===== src/bnte_pkg.sv =====
// ----------------------------------------------------------------------------
// bnte_pkg
// Shared constants, types and alphabet functions of the Base16/32/64 encoder.
// ----------------------------------------------------------------------------
package bnte_pkg;

  // Symbol counter width; any value from 8 to 32 works.
  localparam int CountWidth = 16;
  localparam int CapWidth   = 16;
  localparam int CmpWidth   = (CountWidth > CapWidth) ? CountWidth : CapWidth;

  // Results one input beat may place on the output.
  localparam logic [3:0] MaxResults = 4'd8;

  // Configuration register indexes.
  localparam logic [1:0] CfgAlphabetMode = 2'd0;
  localparam logic [1:0] CfgCapacity     = 2'd1;

  // Alphabet modes.
  localparam logic [1:0] ModeBase16 = 2'd0;
  localparam logic [1:0] ModeBase32 = 2'd1;
  localparam logic [1:0] ModeBase64 = 2'd2;

  localparam logic [7:0] PadChar = 8'd61;  // '='

  // Result of the shared group extract unit.
  typedef struct packed {
    logic       ge;      // enough accumulated bits for one group
    logic [3:0] rem;     // bit count left after taking the group
    logic [7:0] symbol;  // ASCII symbol of that group
  } sym_res_t;

  function automatic logic [2:0] group_bits(logic [1:0] mode);
    logic [2:0] bits;
    unique case (mode)
      ModeBase16: bits = 3'd4;
      ModeBase32: bits = 3'd5;
      default:    bits = 3'd6;  // Base64, unused code too
    endcase
    return bits;
  endfunction

  function automatic logic [7:0] alpha_sym(logic [2:0] bits, logic [5:0] idx);
    logic [7:0] i8;
    logic [7:0] sym;
    i8 = {2'b00, idx};
    priority if (bits == 3'd4) begin
      if (i8 < 8'd10) sym = 8'd48 + i8;        // '0'..'9'
      else            sym = 8'd55 + i8;        // 'A'..'F'
    end else if (bits == 3'd5) begin
      if (i8 < 8'd26) sym = 8'd65 + i8;        // 'A'..'Z'
      else            sym = 8'd24 + i8;        // '2'..'7'
    end else begin
      if      (i8 < 8'd26) sym = 8'd65 + i8;   // 'A'..'Z'
      else if (i8 < 8'd52) sym = 8'd71 + i8;   // 'a'..'z'
      else if (i8 < 8'd62) sym = i8 - 8'd4;    // '0'..'9'
      else if (i8 == 8'd62) sym = 8'd43;       // '+'
      else                 sym = 8'd47;        // '/'
    end
    return sym;
  endfunction

endpackage


===== src/base_n_text_encoder.sv =====
// ----------------------------------------------------------------------------
// base_n_text_encoder
// Byte stream to Base16/Base32/Base64 text, with '=' padding and capacity cut.
// ----------------------------------------------------------------------------
//
//  channel | handshake               | payload
//  --------+-------------------------+---------------------------------------
//  cfg     | cfg_valid_i/cfg_ready_o | cfg_index_i, cfg_data_i
//  in      | in_valid_i/in_ready_o   | data_byte_i, final_byte_i
//  out     | out_valid_o/out_ready_i | symbol_o, has_symbol_o,
//          |                         | end_of_string_o, overflow_o
//
//  Sequence: accept, then the shared group unit takes one 4/5/6-bit group at
//  a time until too few bits are left, then the beat closes. A final beat
//  with leftover bits goes on to the last partial symbol, each '=' or carry
//  step, a check that the group is closed, and the end beat; with no
//  leftover only the end beat.
//  Reset: mode Base64, capacity 65535, leftover bits and counter empty.
//  Stalls: the sequencer freezes when a symbol finds the output register
//  (and, on a final beat, the one-symbol hold) occupied, and the end beat
//  waits for a free output register.
//  Config writes are always taken (cfg_ready_o is tied high).
//
module base_n_text_encoder (
  input  logic        clk_i,
  input  logic        rst_ni,
  // configuration
  input  logic        cfg_valid_i,
  output logic        cfg_ready_o,
  input  logic [1:0]  cfg_index_i,
  input  logic [15:0] cfg_data_i,
  // input bytes
  input  logic        in_valid_i,
  output logic        in_ready_o,
  input  logic [7:0]  data_byte_i,
  input  logic        final_byte_i,
  // output symbols
  output logic        out_valid_o,
  input  logic        out_ready_i,
  output logic [7:0]  symbol_o,
  output logic        has_symbol_o,
  output logic        end_of_string_o,
  output logic        overflow_o
);

  typedef enum logic [4:0] {
    StIdle   = 5'b00001,
    StMain   = 5'b00010,  // take full groups of the current beat
    StFinSym = 5'b00100,  // zero-padded last symbol
    StPad    = 5'b01000,  // '=' padding
    StEnd    = 5'b10000   // end-of-string beat
  } state_e;

  localparam int CW = bnte_pkg::CountWidth;

  state_e state_q, state_d;

  // Config registers
  logic [1:0]  mode_q;
  logic [15:0] cap_q;

  // String state across beats
  logic [3:0]    lb_q, lb_d;      // leftover bits
  logic [2:0]    lc_q, lc_d;      // leftover count
  logic [CW-1:0] emit_q, emit_d;  // symbols stored

  // Per-beat working registers
  logic [13:0] acc_q, acc_d;
  logic [3:0]  b_q, b_d;
  logic        fin_q, fin_d;
  logic [3:0]  n_q, n_d;
  logic [3:0]  guard_q, guard_d;

  // One-deep hold: on a final beat the last symbol must carry end/overflow.
  logic       hold_v_q, hold_v_d;
  logic [7:0] hold_sym_q, hold_sym_d;

  // Output register
  logic       out_v_q, out_v_d;
  logic [7:0] out_sym_q, out_sym_d;
  logic       out_has_q, out_has_d;
  logic       out_eos_q, out_eos_d;
  logic       out_ovf_q, out_ovf_d;

  bnte_pkg::sym_res_t su;

  logic [bnte_pkg::CmpWidth-1:0] lim;
  logic [bnte_pkg::CmpWidth-1:0] cap_ext;
  logic [bnte_pkg::CmpWidth-1:0] count_max;
  logic        room;
  logic        out_free;
  logic        want_emit, want_put, put_ok, put_go, stall;
  logic [7:0]  put_sym;
  logic [13:0] acc_masked;

  bnte_sym_unit u_sym (
    .acc_i  (acc_q),
    .bcnt_i (b_q),
    .mode_i (mode_q),
    .res_o  (su)
  );

  assign cfg_ready_o     = 1'b1;
  assign in_ready_o      = (state_q == StIdle);
  assign out_valid_o     = out_v_q;
  assign symbol_o        = out_sym_q;
  assign has_symbol_o    = out_has_q;
  assign end_of_string_o = out_eos_q;
  assign overflow_o      = out_ovf_q;

  // Store limit: min(capacity, counter max)
  assign count_max = bnte_pkg::CmpWidth'({CW{1'b1}});
  assign cap_ext   = bnte_pkg::CmpWidth'(cap_q);
  assign lim       = (cap_ext < count_max) ? cap_ext : count_max;
  assign room      = (bnte_pkg::CmpWidth'(emit_q) < lim);
  assign out_free  = !out_v_q || out_ready_i;

  always_comb begin
    state_d    = state_q;
    lb_d       = lb_q;
    lc_d       = lc_q;
    emit_d     = emit_q;
    acc_d      = acc_q;
    b_d        = b_q;
    fin_d      = fin_q;
    n_d        = n_q;
    guard_d    = guard_q;
    hold_v_d   = hold_v_q;
    hold_sym_d = hold_sym_q;
    out_v_d    = out_v_q && !out_ready_i;
    out_sym_d  = out_sym_q;
    out_has_d  = out_has_q;
    out_eos_d  = out_eos_q;
    out_ovf_d  = out_ovf_q;
    want_emit  = 1'b0;
    put_sym    = su.symbol;
    acc_masked = acc_q & ((14'd1 << b_q) - 14'd1);

    // symbols past the limit, or past the per-beat maximum, are dropped
    put_ok   = fin_q ? (!hold_v_q || out_free) : out_free;
    want_put = 1'b0;
    stall    = 1'b0;
    put_go   = 1'b0;

    unique case (state_q)
      StIdle: begin
        if (in_valid_i) begin
          acc_d   = {2'b00, lb_q, data_byte_i};
          b_d     = {1'b0, lc_q} + 4'd8;
          fin_d   = final_byte_i;
          n_d     = '0;
          state_d = StMain;
        end
      end
      StMain: begin
        if (su.ge) begin
          want_emit = 1'b1;
        end else if (!fin_q) begin
          lb_d    = acc_masked[3:0];
          lc_d    = b_q[2:0];
          state_d = StIdle;
        end else if (b_q != 4'd0) begin
          acc_d   = {acc_masked[5:0], 8'h00};
          b_d     = b_q + 4'd8;
          state_d = StFinSym;
        end else begin
          state_d = StEnd;
        end
      end
      StFinSym: begin
        want_emit = 1'b1;
      end
      StPad: begin
        put_sym = bnte_pkg::PadChar;
        if (su.ge) begin
          want_emit = 1'b1;
        end else if (b_q == 4'd0) begin
          state_d = StEnd;
        end else begin
          b_d     = b_q + 4'd8;
          guard_d = guard_q + 4'd1;
          if (guard_q == 4'd15) state_d = StEnd;  // padding never lines up
        end
      end
      StEnd: begin
        if (out_free) begin
          out_v_d   = 1'b1;
          out_eos_d = 1'b1;
          out_ovf_d = !room;
          if (hold_v_q) begin
            out_sym_d = hold_sym_q;
            out_has_d = 1'b1;
          end else begin
            out_sym_d = 8'h00;   // status-only end beat
            out_has_d = 1'b0;
          end
          hold_v_d = 1'b0;
          lb_d     = '0;
          lc_d     = '0;
          emit_d   = '0;
          state_d  = StIdle;
        end
      end
      default: state_d = StIdle;
    endcase

    // Group step: advance unless a stored symbol has nowhere to go
    want_put = want_emit && room && (n_q < bnte_pkg::MaxResults);
    stall    = want_put && !put_ok;
    put_go   = want_put && put_ok;
    if (want_emit && !stall) begin
      b_d = su.rem;
      if (state_q == StFinSym) begin
        guard_d = '0;
        state_d = StPad;
      end
    end

    if (put_go) begin
      n_d    = n_q + 4'd1;
      emit_d = emit_q + CW'(1);
      if (fin_q) begin
        if (hold_v_q) begin
          out_v_d   = 1'b1;
          out_sym_d = hold_sym_q;
          out_has_d = 1'b1;
          out_eos_d = 1'b0;
          out_ovf_d = 1'b0;
        end
        hold_v_d   = 1'b1;
        hold_sym_d = put_sym;
      end else begin
        out_v_d   = 1'b1;
        out_sym_d = put_sym;
        out_has_d = 1'b1;
        out_eos_d = 1'b0;
        out_ovf_d = 1'b0;
      end
    end
  end

  // Control state
  always_ff @(posedge clk_i or negedge rst_ni) begin
    if (!rst_ni) begin
      state_q  <= StIdle;
      lb_q     <= '0;
      lc_q     <= '0;
      emit_q   <= '0;
      hold_v_q <= 1'b0;
      out_v_q  <= 1'b0;
    end else begin
      state_q  <= state_d;
      lb_q     <= lb_d;
      lc_q     <= lc_d;
      emit_q   <= emit_d;
      hold_v_q <= hold_v_d;
      out_v_q  <= out_v_d;
    end
  end

  // Config registers
  always_ff @(posedge clk_i or negedge rst_ni) begin
    if (!rst_ni) begin
      mode_q <= bnte_pkg::ModeBase64;
      cap_q  <= 16'hffff;
    end else if (cfg_valid_i && cfg_ready_o) begin
      if (cfg_index_i == bnte_pkg::CfgAlphabetMode) mode_q <= cfg_data_i[1:0];
      if (cfg_index_i == bnte_pkg::CfgCapacity)     cap_q  <= cfg_data_i;
    end
  end

  // Payload registers
  always_ff @(posedge clk_i) begin
    acc_q      <= acc_d;
    b_q        <= b_d;
    fin_q      <= fin_d;
    n_q        <= n_d;
    guard_q    <= guard_d;
    hold_sym_q <= hold_sym_d;
    out_sym_q  <= out_sym_d;
    out_has_q  <= out_has_d;
    out_eos_q  <= out_eos_d;
    out_ovf_q  <= out_ovf_d;
  end

endmodule


===== src/bnte_sym_unit.sv =====
// ----------------------------------------------------------------------------
// bnte_sym_unit
// Shared group unit: compare, subtract, shift out one group, map to ASCII.
// ----------------------------------------------------------------------------
module bnte_sym_unit (
  input  logic [13:0]        acc_i,
  input  logic [3:0]         bcnt_i,
  input  logic [1:0]         mode_i,
  output bnte_pkg::sym_res_t res_o
);

  logic [2:0]  bits;
  logic [3:0]  rem;
  logic [13:0] shifted;
  logic [5:0]  mask;

  always_comb begin
    bits    = bnte_pkg::group_bits(mode_i);
    rem     = bcnt_i - {1'b0, bits};
    shifted = acc_i >> rem;
    unique case (bits)
      3'd4:    mask = 6'h0f;
      3'd5:    mask = 6'h1f;
      default: mask = 6'h3f;
    endcase
    res_o.ge     = (bcnt_i >= {1'b0, bits});
    res_o.rem    = rem;
    res_o.symbol = bnte_pkg::alpha_sym(bits, shifted[5:0] & mask);
  end

endmodule


===== config.mk =====
export PLATFORM = sky130hd
export DESIGN_NAME = base_n_text_encoder
export DESIGN_NICKNAME = d
export VERILOG_FILES = /design/src/bnte_pkg.sv /design/src/base_n_text_encoder.sv /design/src/bnte_sym_unit.sv
export SDC_FILE = /design/constraint.sdc
export NUM_CORES = 1
export LEC_CHECK = 0
export BUFFER_PORTS_ARGS = -buffer_cell sky130_fd_sc_hd__buf_2
export CORE_ASPECT_RATIO = 0.8
export CORE_MARGIN = 2
export CORE_UTILIZATION = 65
export DETAILED_ROUTE_END_ITERATION = 10
export PLACE_DENSITY_LB_ADDON = 0.08
export SLEW_MARGIN = 20
export SYNTH_ARGS = -nofsm -noshare
export SYNTH_HDL_FRONTEND = slang
export SYNTH_SLANG_ARGS = --single-unit

===== constraint.sdc =====
create_clock -name clk_i -period 14.5 [get_ports clk_i]
set_clock_uncertainty 0.15 [all_clocks]
set_input_delay 1.45 -clock clk_i [delete_from_list [all_inputs] [get_ports clk_i]]
set_output_delay 1.45 -clock clk_i [all_outputs]
set_load 0.01 [all_outputs]

==> results.toml, run 1 <==
[logic_synthesis]
avgSynthCellArea_sq_um = 9.62
yosysWarnings = 0
seq_area_frac_synth = 0.398
yosysUniqueCellTypes = 89
async_flop_share = 0.511
synth-edff-count = 31
synth_area_sq_um = 6170
synthTopCellsByArea = "edfxtp_1 15%, dfrtp_1 12%, dfstp_2 7.7%"
synthCells = 642
ys.flop_type = "edfxtp_1"
synth_nets = 710
synth_seq_cells = 94
synth_top_area_cell = "edfxtp_1"
synth_top_area_frac = 0.151

[setup_path]
rr_startpoint = "mode_q[1]$_DFFE_PN1P_"
worstSetupStartpoint = "mode_q[1]$_DFFE_PN1P_"
end_kind = "flop"
worstPathRequired_ns = 14.45
worstSetupPathType = "reg2reg"
start_kind = "flop"
slowest_stage = "fa_1"
cp.arrival_ns = 5.70
worstPathCellList = "inv_1 -> nand2_1 -> inv_1 -> ha_1 -> inv_1 -> fa_1 -> mux4_2 -> nand2_1 -> nor3_1 -> nor2_2 -> inv_2 -> ha_1 -> inv_1 -> o21ai_0 -> o211ai_2 -> and2_1 -> a21oi_1 -> or3_1 -> and3_1"
cpPeakStageDelay_ns = 0.90
crit_fanout = 14
path_common_cell = "inv_1"

[floorplanning]
fp.dieW_um = 113
die_h_um = 91.2
num_io_pins = 46
start_util = 0.675
coreArea_sq_um = 9150
dieArea_sq_um = 10300
fp-row-count = 31

[status]
outcome = "finished with violations"
violations = "design-rule violations"

[sta]
slew_viol_final = 0
relSlewSlack = 0.433
fin_hold_ws_ns = 0.328
setup_tns_ns = 0
fin_crit_sh = 0.396
worstMarginPinSlew_ns = 0.847
grt_setup_unrepaired = "false"
setup_viol = 0
hold_viol = 0
timing.fmax_ghz = 0.174
min_period_ns = 5.75

[power_and_ir_drop]
p_leak_nw = 2.90
power.density_nw_per_um2 = 248
peakVddDrop_mv = 0.152

[route]
drtPass1Iterations = 10
wl_met1_um = 6650
wire_per_inst_um = 19.2
met3_wirelength_um = 1260
routed.top_layer = "met4"
drc = 2
via_per_inst = 6.55
wl_um = 15100
vias = 5161
wl_met2_um = 6940
postRouteAntennaNets = 0
drt_first_iter_violations = 475

[clock_network]
root_buffer = "clkbuf_16"
clk_pin_slew_worst_paths_ns = 0.07
cts_buffer_depth = 2
h-tree-depth = 3
cts_resized = 0
cts_hold_buf = 0
tritoncts = "done"
cts_buffers = 9
cts.sinks = 94
postCtsSetupRepairBufs = 0
worstSkewPairLatency_ns = 0.35

[job]
cap_violations = 0

[placement]
place_inst = 772
routabilityCongestion = 0.936
portBuffers = 44
hpwlAfterDp_um = 11200

[hold_path]
hold_start = "has_symbol_o$_DFF_P_"
min_path_type = "reg2reg"

[grt]
antenna_found_initial = 0
gr-total-overflow = 0
grt_pass1_wl_um = 25000
grt_max_degree = 49
grt_use_total = 0.307
grt_pass1_vias = 4916

[cells_and_area]
final.fill_count = 663
final_util = 0.729
final_common_cell = "nand2_1"
mostFrequentLayoutCells = "65 x nand2_1, 57 x o21ai_0, 46 x nor2_1, 44 x buf_2, 35 x ha_1"
syn2layout_area_growth_pct = 8.15
stdcell_count = 788
final_layout_size_suffix_gt1_frac = 0.196
antenna-diode-count = 0
design.final.nets = 736
[power by group]
group	switching [mW]	internal (mW)
clock network	0.110	0.120
registers	0.0600	0.369
logic	0.619	0.379
[per-layer routing]
layer / vias to the layer above / track usage
li1: 2400 / -
met1: 2469 / 0.441
met2: 265 / 0.477
met3: 27 / 0.0674
met4: 0 / 0.0813
met5: - / 0
[synth_stat cells, types with 3 or more instances]
| cell | n |
|---|---|
| inv_1 | 30 |
| buf_1 | 3 |
| xnor2_1 | 6 |
| xor2_1 | 5 |
| mux2_2 | 17 |
| nor2_1 | 46 |
| o21a_1 | 6 |
| or2_2 | 3 |
| o21ai_0 | 57 |
| nand2b_1 | 6 |
| nor4_1 | 3 |
| buf_6 | 4 |
| nand4_1 | 8 |
| a221oi_1 | 4 |
| edfxtp_1 | 31 |
| dfrtp_1 | 30 |
| nand2_1 | 65 |
| and2_1 | 14 |
| mux4_2 | 8 |
| nor2b_1 | 7 |
| dfxtp_1 | 15 |
| and3_1 | 19 |
| a31oi_1 | 10 |
| nand3b_1 | 4 |
| inv_2 | 3 |
| a211oi_1 | 3 |
| a21o_1 | 6 |
| nand3_1 | 25 |
| dfstp_2 | 18 |
| o211ai_1 | 6 |
| a211o_1 | 3 |
| a21oi_1 | 20 |
| nor3_1 | 7 |
| ha_1 | 35 |
| mux2i_1 | 15 |
| buf_4 | 5 |
| or3_1 | 7 |
| clkbuf_1 | 17 |
| a21boi_0 | 3 |
| o31ai_1 | 3 |
| o22ai_1 | 6 |
[critical path, delay by kind of cell, from the launching register on]
kind / cells / cell delay [ns]
compound gates: 3 / 0.43
buf+inv: 5 / 0.91
mux: 1 / 0.57
simple gates: 7 / 1.52
flops: 1 / 0.42
fa+ha+maj: 3 / 1.49
[final timing paths]
kind	endpoint	slack, ns	depth (start not counted)
max reg2reg	hold_sym_q[1]$_DFFE_PP_	8.75	19
max	hold_sym_q[1]$_DFFE_PP_	8.75	19
min reg2reg	has_symbol_o$_DFF_P_	0.33	1
max in group asynchronous	state_q[1]$_DFF_PN0_	12.71	2
min	has_symbol_o$_DFF_P_	0.33	1
min in group asynchronous	emit_q[2]$_DFFE_PN0P_	1.06	2
[flip-flops by register name (all words and copies together) (netlist names)]
signal and cells:
cap_ext 16, emit_q 16, acc_q 14, hold_sym_q 8
symbol_o 8, state_q 5, b_q 4, guard_q 4
lb_q 4, n_q 4, lc_q 3, mode_q 2
end_of_string_o 1, fin_q 1, has_symbol_o 1, hold_v_q 1
out_valid_o 1, overflow_o 1
[cell families after synthesis]
family          count (synthesis)  share of synthesized area
buf+inv                        65                     0.0486
other cells                     1                   0.000607
compound gates                161                      0.179
xor+xnor                       13                     0.0209
fa+ha+maj                      36                     0.0742
flops                          94                      0.398
mux                            42                     0.0892
simple gates                  230                      0.190
[cell type report]
class | count | area (sq um) | area share
sequential | 94 | 2450 | 0.368
inverter | 34 | 133 | 0.0199
clock inverter | 7 | 66.3 | 0.00993
tap | 115 | 144 | 0.0215
multi-input combinational | 483 | 3420 | 0.512
clock buffer | 9 | 225 | 0.0337
timing repair buffer | 46 | 235 | 0.0352
[per-stage QoR]
step / power (mW) / instance area (sq um) / setup slack (ns)
5_1_grt: 1.78 / 6680 / 8.21
2_1_floorplan: 1.19 / 6170 / 9.52
6_report: 1.66 / 6680 / 8.75
3_5_place_dp: 1.40 / 6390 / 8.83
3_3_place_gp: 1.40 / 6390 / 8.94
4_1_cts: 1.64 / 6680 / 8.82
(Power assumes the default switching activity.)
==> run 2: changes to the inputs <==
--- a/config.mk
+++ b/config.mk
@@ -8,7 +8,7 @@
 export BUFFER_PORTS_ARGS = -buffer_cell sky130_fd_sc_hd__buf_2
 export CORE_ASPECT_RATIO = 0.8
 export CORE_MARGIN = 2
-export CORE_UTILIZATION = 65
+export CORE_UTILIZATION = 61
 export DETAILED_ROUTE_END_ITERATION = 10
 export PLACE_DENSITY_LB_ADDON = 0.08
 export SLEW_MARGIN = 20
==> constraint.sdc (replaced) <==
create_clock -name clk_i -period 5.64 [get_ports clk_i]
set_clock_uncertainty 0.15 [all_clocks]
set_input_delay 0.564 -clock clk_i [delete_from_list [all_inputs] [get_ports clk_i]]
set_output_delay 0.564 -clock clk_i [all_outputs]
set_load 0.01 [all_outputs]
==> run 2 against run 1 <==
Against the previous run: critical path depth unchanged; flip-flop and latch count unchanged; power rose to 2.7 times the previous value; utilization shrank 2.7 points; critical endpoint is now hold_sym_q[5]$_DFFE_PP_; cell area rose by 2.4%; the flow now finishes without violations; non-clock buffer count increased by 16; wire length grew 1.9%; sequential power rose to 2.6 times the previous value.
==> results.toml, run 2 (synthesized netlist as in run 1, its figures left out) <==
[status]
outcome = "finished, final reports clean"

[power_and_ir_drop]
p_sw_mw = 2.07
combPwrFrac = 0.616
peakVddDrop_mv = 0.328
seqPwrFrac = 0.246
finalPower_mw = 4.48
power.density_nw_per_um2 = 655
clkPwrFrac = 0.138
p_leak_nw = 2.98
swShare = 0.462
internal_power_mw = 2.41

[cells_and_area]
multi_input_area_sq_um = 3420
antenna-diode-count = 0
stdcell_count = 825
syn2layout_area_growth_pct = 10.7
final.fill_count = 768
design.final.nets = 752
ff_latch_area_sq_um = 2450
final_layout_size_suffix_gt1_frac = 0.215
final_util = 0.703
mostFrequentLayoutCells = "65 x nand2_1, 57 x o21ai_0, 46 x nor2_1, 44 x buf_2, 35 x ha_1"
final_common_cell = "nand2_1"

[sta]
setup_tns_ns = 0
timing.fmax_ghz = 0.195
timing.final.ws_setup_ns = 0.518
relSlewSlack = 0.393
grt_setup_unrepaired = "false"
hold_viol = 0
fin_crit_sh = 0.908
slew_viol_final = 0
worstMarginPinSlew_ns = 0.908
min_period_ns = 5.12
setup_viol = 0

[floorplanning]
dieArea_sq_um = 10900
start_util = 0.635
coreArea_sq_um = 9730
fp-row-count = 32
num_io_pins = 46
fp.dieW_um = 116
die_h_um = 94.0

[setup_path]
worstPathRequired_ns = 5.56
ff2ff_setup_slack_ns = 0.52
end_kind = "flop"
cp.arrival_ns = 5.04
crit_fanout = 14
worstSetupPathType = "reg2reg"
start_kind = "flop"

[placement]
pre_cts_ws_ns = 0.545
hpwlAfterDp_um = 11800
place_inst = 809
portBuffers = 44
routabilityCongestion = 0.961

[clock_network]
root_buffer = "clkbuf_16"
postCtsSetupRepairBufs = 0
worstSkewPairLatency_ns = 0.35
h-tree-depth = 3
cts.sinks = 94
cts_buffer_depth = 2
cts_buffers = 9
cts_resized = 0
clk_pin_slew_worst_paths_ns = 0.07
tritoncts = "done"
cts_hold_buf = 0

[grt]
gr-total-overflow = 0
grt_use_total = 0.302
grt_max_degree = 49
grt_pass1_wl_um = 25200
antenna_found_initial = 0
grt_pass1_vias = 4979

[route]
drc = 0
postRouteAntennaNets = 0
vias = 5177
drtPass1Iterations = 5
wire_per_inst_um = 18.7
via_per_inst = 6.28
wl_um = 15400
drt_first_iter_violations = 522

[hold_path]
min_path_type = "in2async"

[job]
cap_violations = 0
-- run 2: changes by cell type in the layout (fill, tap and decap cells not counted), sizes merged --
| cell | delta |
|---|---|
| inv | -1 |
| buf | +16 |
| clkinv | -1 |
| bufinv | +1 |
| clkinvlp | +1 |
-- run 2: worst max-delay path: stages, from the launching register on --
cell and delay, ns:
dfstp_2 0.41, inv_1 0.08, nand2_1 0.08, inv_1 0.10
ha_1 0.19, inv_1 0.06, fa_1 0.89, inv_1 0.12
or3_1 0.38, a22oi_1 0.17, a41oi_1 0.12, or2_2 0.42
inv_1 0.13, ha_1 0.23, nor2b_1 0.37, o31ai_1 0.23
o21ai_0 0.19, o211ai_1 0.13, a311oi_1 0.28, o21ai_0 0.10
-- run 2: final timing paths --
kind,depth (start not counted),from,end
setup / recovery,19,mode_q[1]$_DFFE_PN1P_,hold_sym_q[5]$_DFFE_PP_
hold / removal,2,rst_ni,emit_q[0]$_DFFE_PN0P_
setup reg to reg,19,mode_q[1]$_DFFE_PN1P_,hold_sym_q[5]$_DFFE_PP_
hold reg to reg,1,has_symbol_o$_DFF_P_,has_symbol_o$_DFF_P_
max in group asynchronous,2,rst_ni,lb_q[3]$_DFFE_PN0P_
min in group clk_i,1,final_byte_i,fin_q$_DFFE_PP_
-- run 2: area by class of cell --
type / instances / area share
repair buffers: 62 / 0.0520
multi-input cells: 483 / 0.500
inverters: 34 / 0.0194
clock inverters: 7 / 0.0117
clock buffers: 9 / 0.0329
well taps: 136 / 0.0249
flip-flops and latches: 94 / 0.359
-- run 2: per-stage QoR --
stage          hold WS [ns]  cell area, sq um
2_1_floorplan         0.118              6170
3_3_place_gp          0.295              6530
3_5_place_dp          0.316              6530
4_1_cts               0.204              6840
5_1_grt               0.228              6840
6_report              0.151              6840
-- run 2: power groups by stage --
stage	Clock, mW	Sequential (mW)	Combinational [mW]
6_report	0.620	1.10	2.76
5_1_grt	0.652	1.12	3.00
4_1_cts	0.627	1.10	2.70
3_5_place_dp	0	1.11	2.67
3_3_place_gp	0	1.10	2.68
2_1_floorplan	0	1.05	2.00
-- run 2: routing by layer --
layer	wire length, um	up-vias	track usage	share of wire
li1	-	2424	-	-
met4	309	0	0.0873	0.020
met3	1210	26	0.0626	0.078
met5	0	-	0	0
met2	6900	254	0.450	0.45
met1	6990	2473	0.445	0.45
==> run 3: changes to the inputs <==
--- a/config.mk
+++ b/config.mk
@@ -10,7 +10,7 @@
 export CORE_MARGIN = 2
 export CORE_UTILIZATION = 61
 export DETAILED_ROUTE_END_ITERATION = 10
-export PLACE_DENSITY_LB_ADDON = 0.08
+export PLACE_DENSITY_LB_ADDON = 0.2
 export SLEW_MARGIN = 20
 export SYNTH_ARGS = -nofsm -noshare
 export SYNTH_HDL_FRONTEND = slang
==> run 3 against run 2 <==
Against the previous run: die area did not move; register-to-register slack better by 0.11 ns; combinational power fell by 3%; via count increased by 0.33%; wire length shrank 0.81%.
==> results.toml, run 3 (synthesized netlist as in run 1, its figures left out) <==
[clock_network]
clk_pin_slew_worst_paths_ns = 0.07
tritoncts = "done"
postCtsSetupRepairBufs = 0
cts_buffers = 9
root_buffer = "clkbuf_16"
cts_buffer_depth = 2
cts_resized = 0
h-tree-depth = 3
cts_hold_buf = 0
cts.sinks = 94
worstSkewPairLatency_ns = 0.35

[cells_and_area]
final_util = 0.701
mostFrequentLayoutCells = "65 x nand2_1, 57 x o21ai_0, 46 x nor2_1, 44 x buf_2, 35 x ha_1"
final.fill_count = 763
antenna-diode-count = 0
final_common_cell = "nand2_1"
fin_area_sq_um = 6820
final_layout_size_suffix_gt1_frac = 0.211
syn2layout_area_growth_pct = 10.5
design.final.nets = 750

[floorplanning]
start_util = 0.635
dieArea_sq_um = 10900
die_h_um = 94.0
fp.dieW_um = 116
fp-row-count = 32
coreArea_sq_um = 9730
num_io_pins = 46

[grt]
grt_max_degree = 49
grt_pass1_vias = 4945
grt_util_met1 = 0.434
grtUsageMet3 = 0.0523
grt_use_total = 0.293
grtUsageMet2 = 0.443
grt_pass1_wl_um = 24800
antenna_found_initial = 0
gr-total-overflow = 0
top_usage_layer = "met2"

[setup_path]
end_kind = "flop"
start_kind = "flop"
rr_startpoint = "mode_q[1]$_DFFE_PN1P_"
cp.buffers_inverters = 4
critical-path-top-delay-family = "compound AO/OA/AOI/OAI gates"
slowest_stage = "fa_1"
worstPathCellList = "inv_1 -> nand2_1 -> inv_1 -> ha_1 -> inv_1 -> fa_1 -> mux4_2 -> nand2_1 -> a22oi_1 -> a41oi_1 -> or2_2 -> inv_1 -> ha_1 -> nand2b_1 -> o2111ai_1 -> a31oi_1 -> a221oi_2 -> a311oi_1 -> o21ai_0"
ff2ff_path_depth = 19
worstSetupStartpoint = "mode_q[1]$_DFFE_PN1P_"
cpPeakStageDelay_ns = 0.74
worstPathRequired_ns = 5.56
r2r_end = "hold_sym_q[5]$_DFFE_PP_"
worstSetupPathType = "reg2reg"
cp.depth = 19
path_common_cell = "inv_1"
cp.arrival_ns = 4.93
crit_fanout = 10
crit_end = "hold_sym_q[5]$_DFFE_PP_"
ff2ff_setup_slack_ns = 0.63

[route]
drtPass1Iterations = 5
wl_um = 15300
drt_first_iter_violations = 493
via_per_inst = 6.31
postRouteAntennaNets = 0
vias = 5194
wire_per_inst_um = 18.6
drc = 0

[power_and_ir_drop]
internal_power_mw = 2.38
peakVddDrop_mv = 0.347
p_leak_nw = 2.98
power.density_nw_per_um2 = 646
swShare = 0.459
combPwrFrac = 0.607
clkPwrFrac = 0.142
p_sw_mw = 2.02
seqPwrFrac = 0.250

[status]
outcome = "finished, final reports clean"

[sta]
grt_setup_unrepaired = "false"
fin_hold_ws_ns = 0.162
worstMarginPinSlew_ns = 0.896
timing.fmax_ghz = 0.200
hold_viol = 0
slew_viol_final = 0
relSlewSlack = 0.401
min_period_ns = 5.01
setup_tns_ns = 0
setup_viol = 0
fin_crit_sh = 0.888

[hold_path]
min_path_type = "in2async"

[placement]
portBuffers = 44
hpwlAfterDp_um = 11500
dpl_cell_area_sq_um = 6520
routabilityCongestion = 0.976

[job]
cap_violations = 0
==> run 3: cell count changes in the layout (fill, tap and decap cells not counted) <==
cell        change
clkbuf_1        +1
clkinv_4        -1
buf_4           -2
inv_6           +1
clkinvlp_2      -1
clkinvlp_4      -1
inv_4           +1
==> run 3: worst min path at each step <==
| stage | from | to |
|---|---|---|
| after floorplan | rst_ni | emit_q[0]$_DFFE_PN0P_ |
| after detailed placement | has_symbol_o$_DFF_P_ | has_symbol_o$_DFF_P_ |
| after global placement | has_symbol_o$_DFF_P_ | has_symbol_o$_DFF_P_ |
| after global routing | rst_ni | out_valid_o$_DFF_PN0_ |
| after CTS | rst_ni | lb_q[3]$_DFFE_PN0P_ |
| final | rst_ni | emit_q[15]$_DFFE_PN0P_ |
==> run 3: cell type report <==
type | instances | area (sq um) | area share
clock buffers | 10 | 229 | 0.0336
well taps | 136 | 170 | 0.0249
repair buffers | 60 | 340 | 0.0499
inverters | 34 | 133 | 0.0194
clock inverters | 6 | 73.8 | 0.0108
flip-flops and latches | 94 | 2450 | 0.360
multi-input cells | 483 | 3420 | 0.501
==> run 3: power groups by stage <==
stage          registers (mW)  clock network (mW)  logic (mW)
6_report                 1.10               0.627        2.67
5_1_grt                  1.13               0.662        2.92
4_1_cts                  1.10               0.635        2.63
3_5_place_dp             1.11                   0        2.61
3_3_place_gp             1.10                   0        2.59
2_1_floorplan            1.05                   0        2.00
==> run 3: metrics by stage <==
stage	cells	total power [mW]	setup WS (ns)
6_report	823	4.40	0.631
5_1_grt	823	4.71	0.273
4_1_cts	823	4.37	0.657
3_5_place_dp	807	3.72	0.685
3_3_place_gp	807	3.69	0.744
2_1_floorplan	642	3.05	0.657
==> run 3: metal layers <==
| layer | vias to the layer above | wire (um) |
|---|---|---|
| li1 | 2429 | - |
| met1 | 2525 | 7170 |
| met2 | 217 | 6940 |
| met3 | 23 | 946 |
| met4 | 0 | 231 |
| met5 | - | 0 |
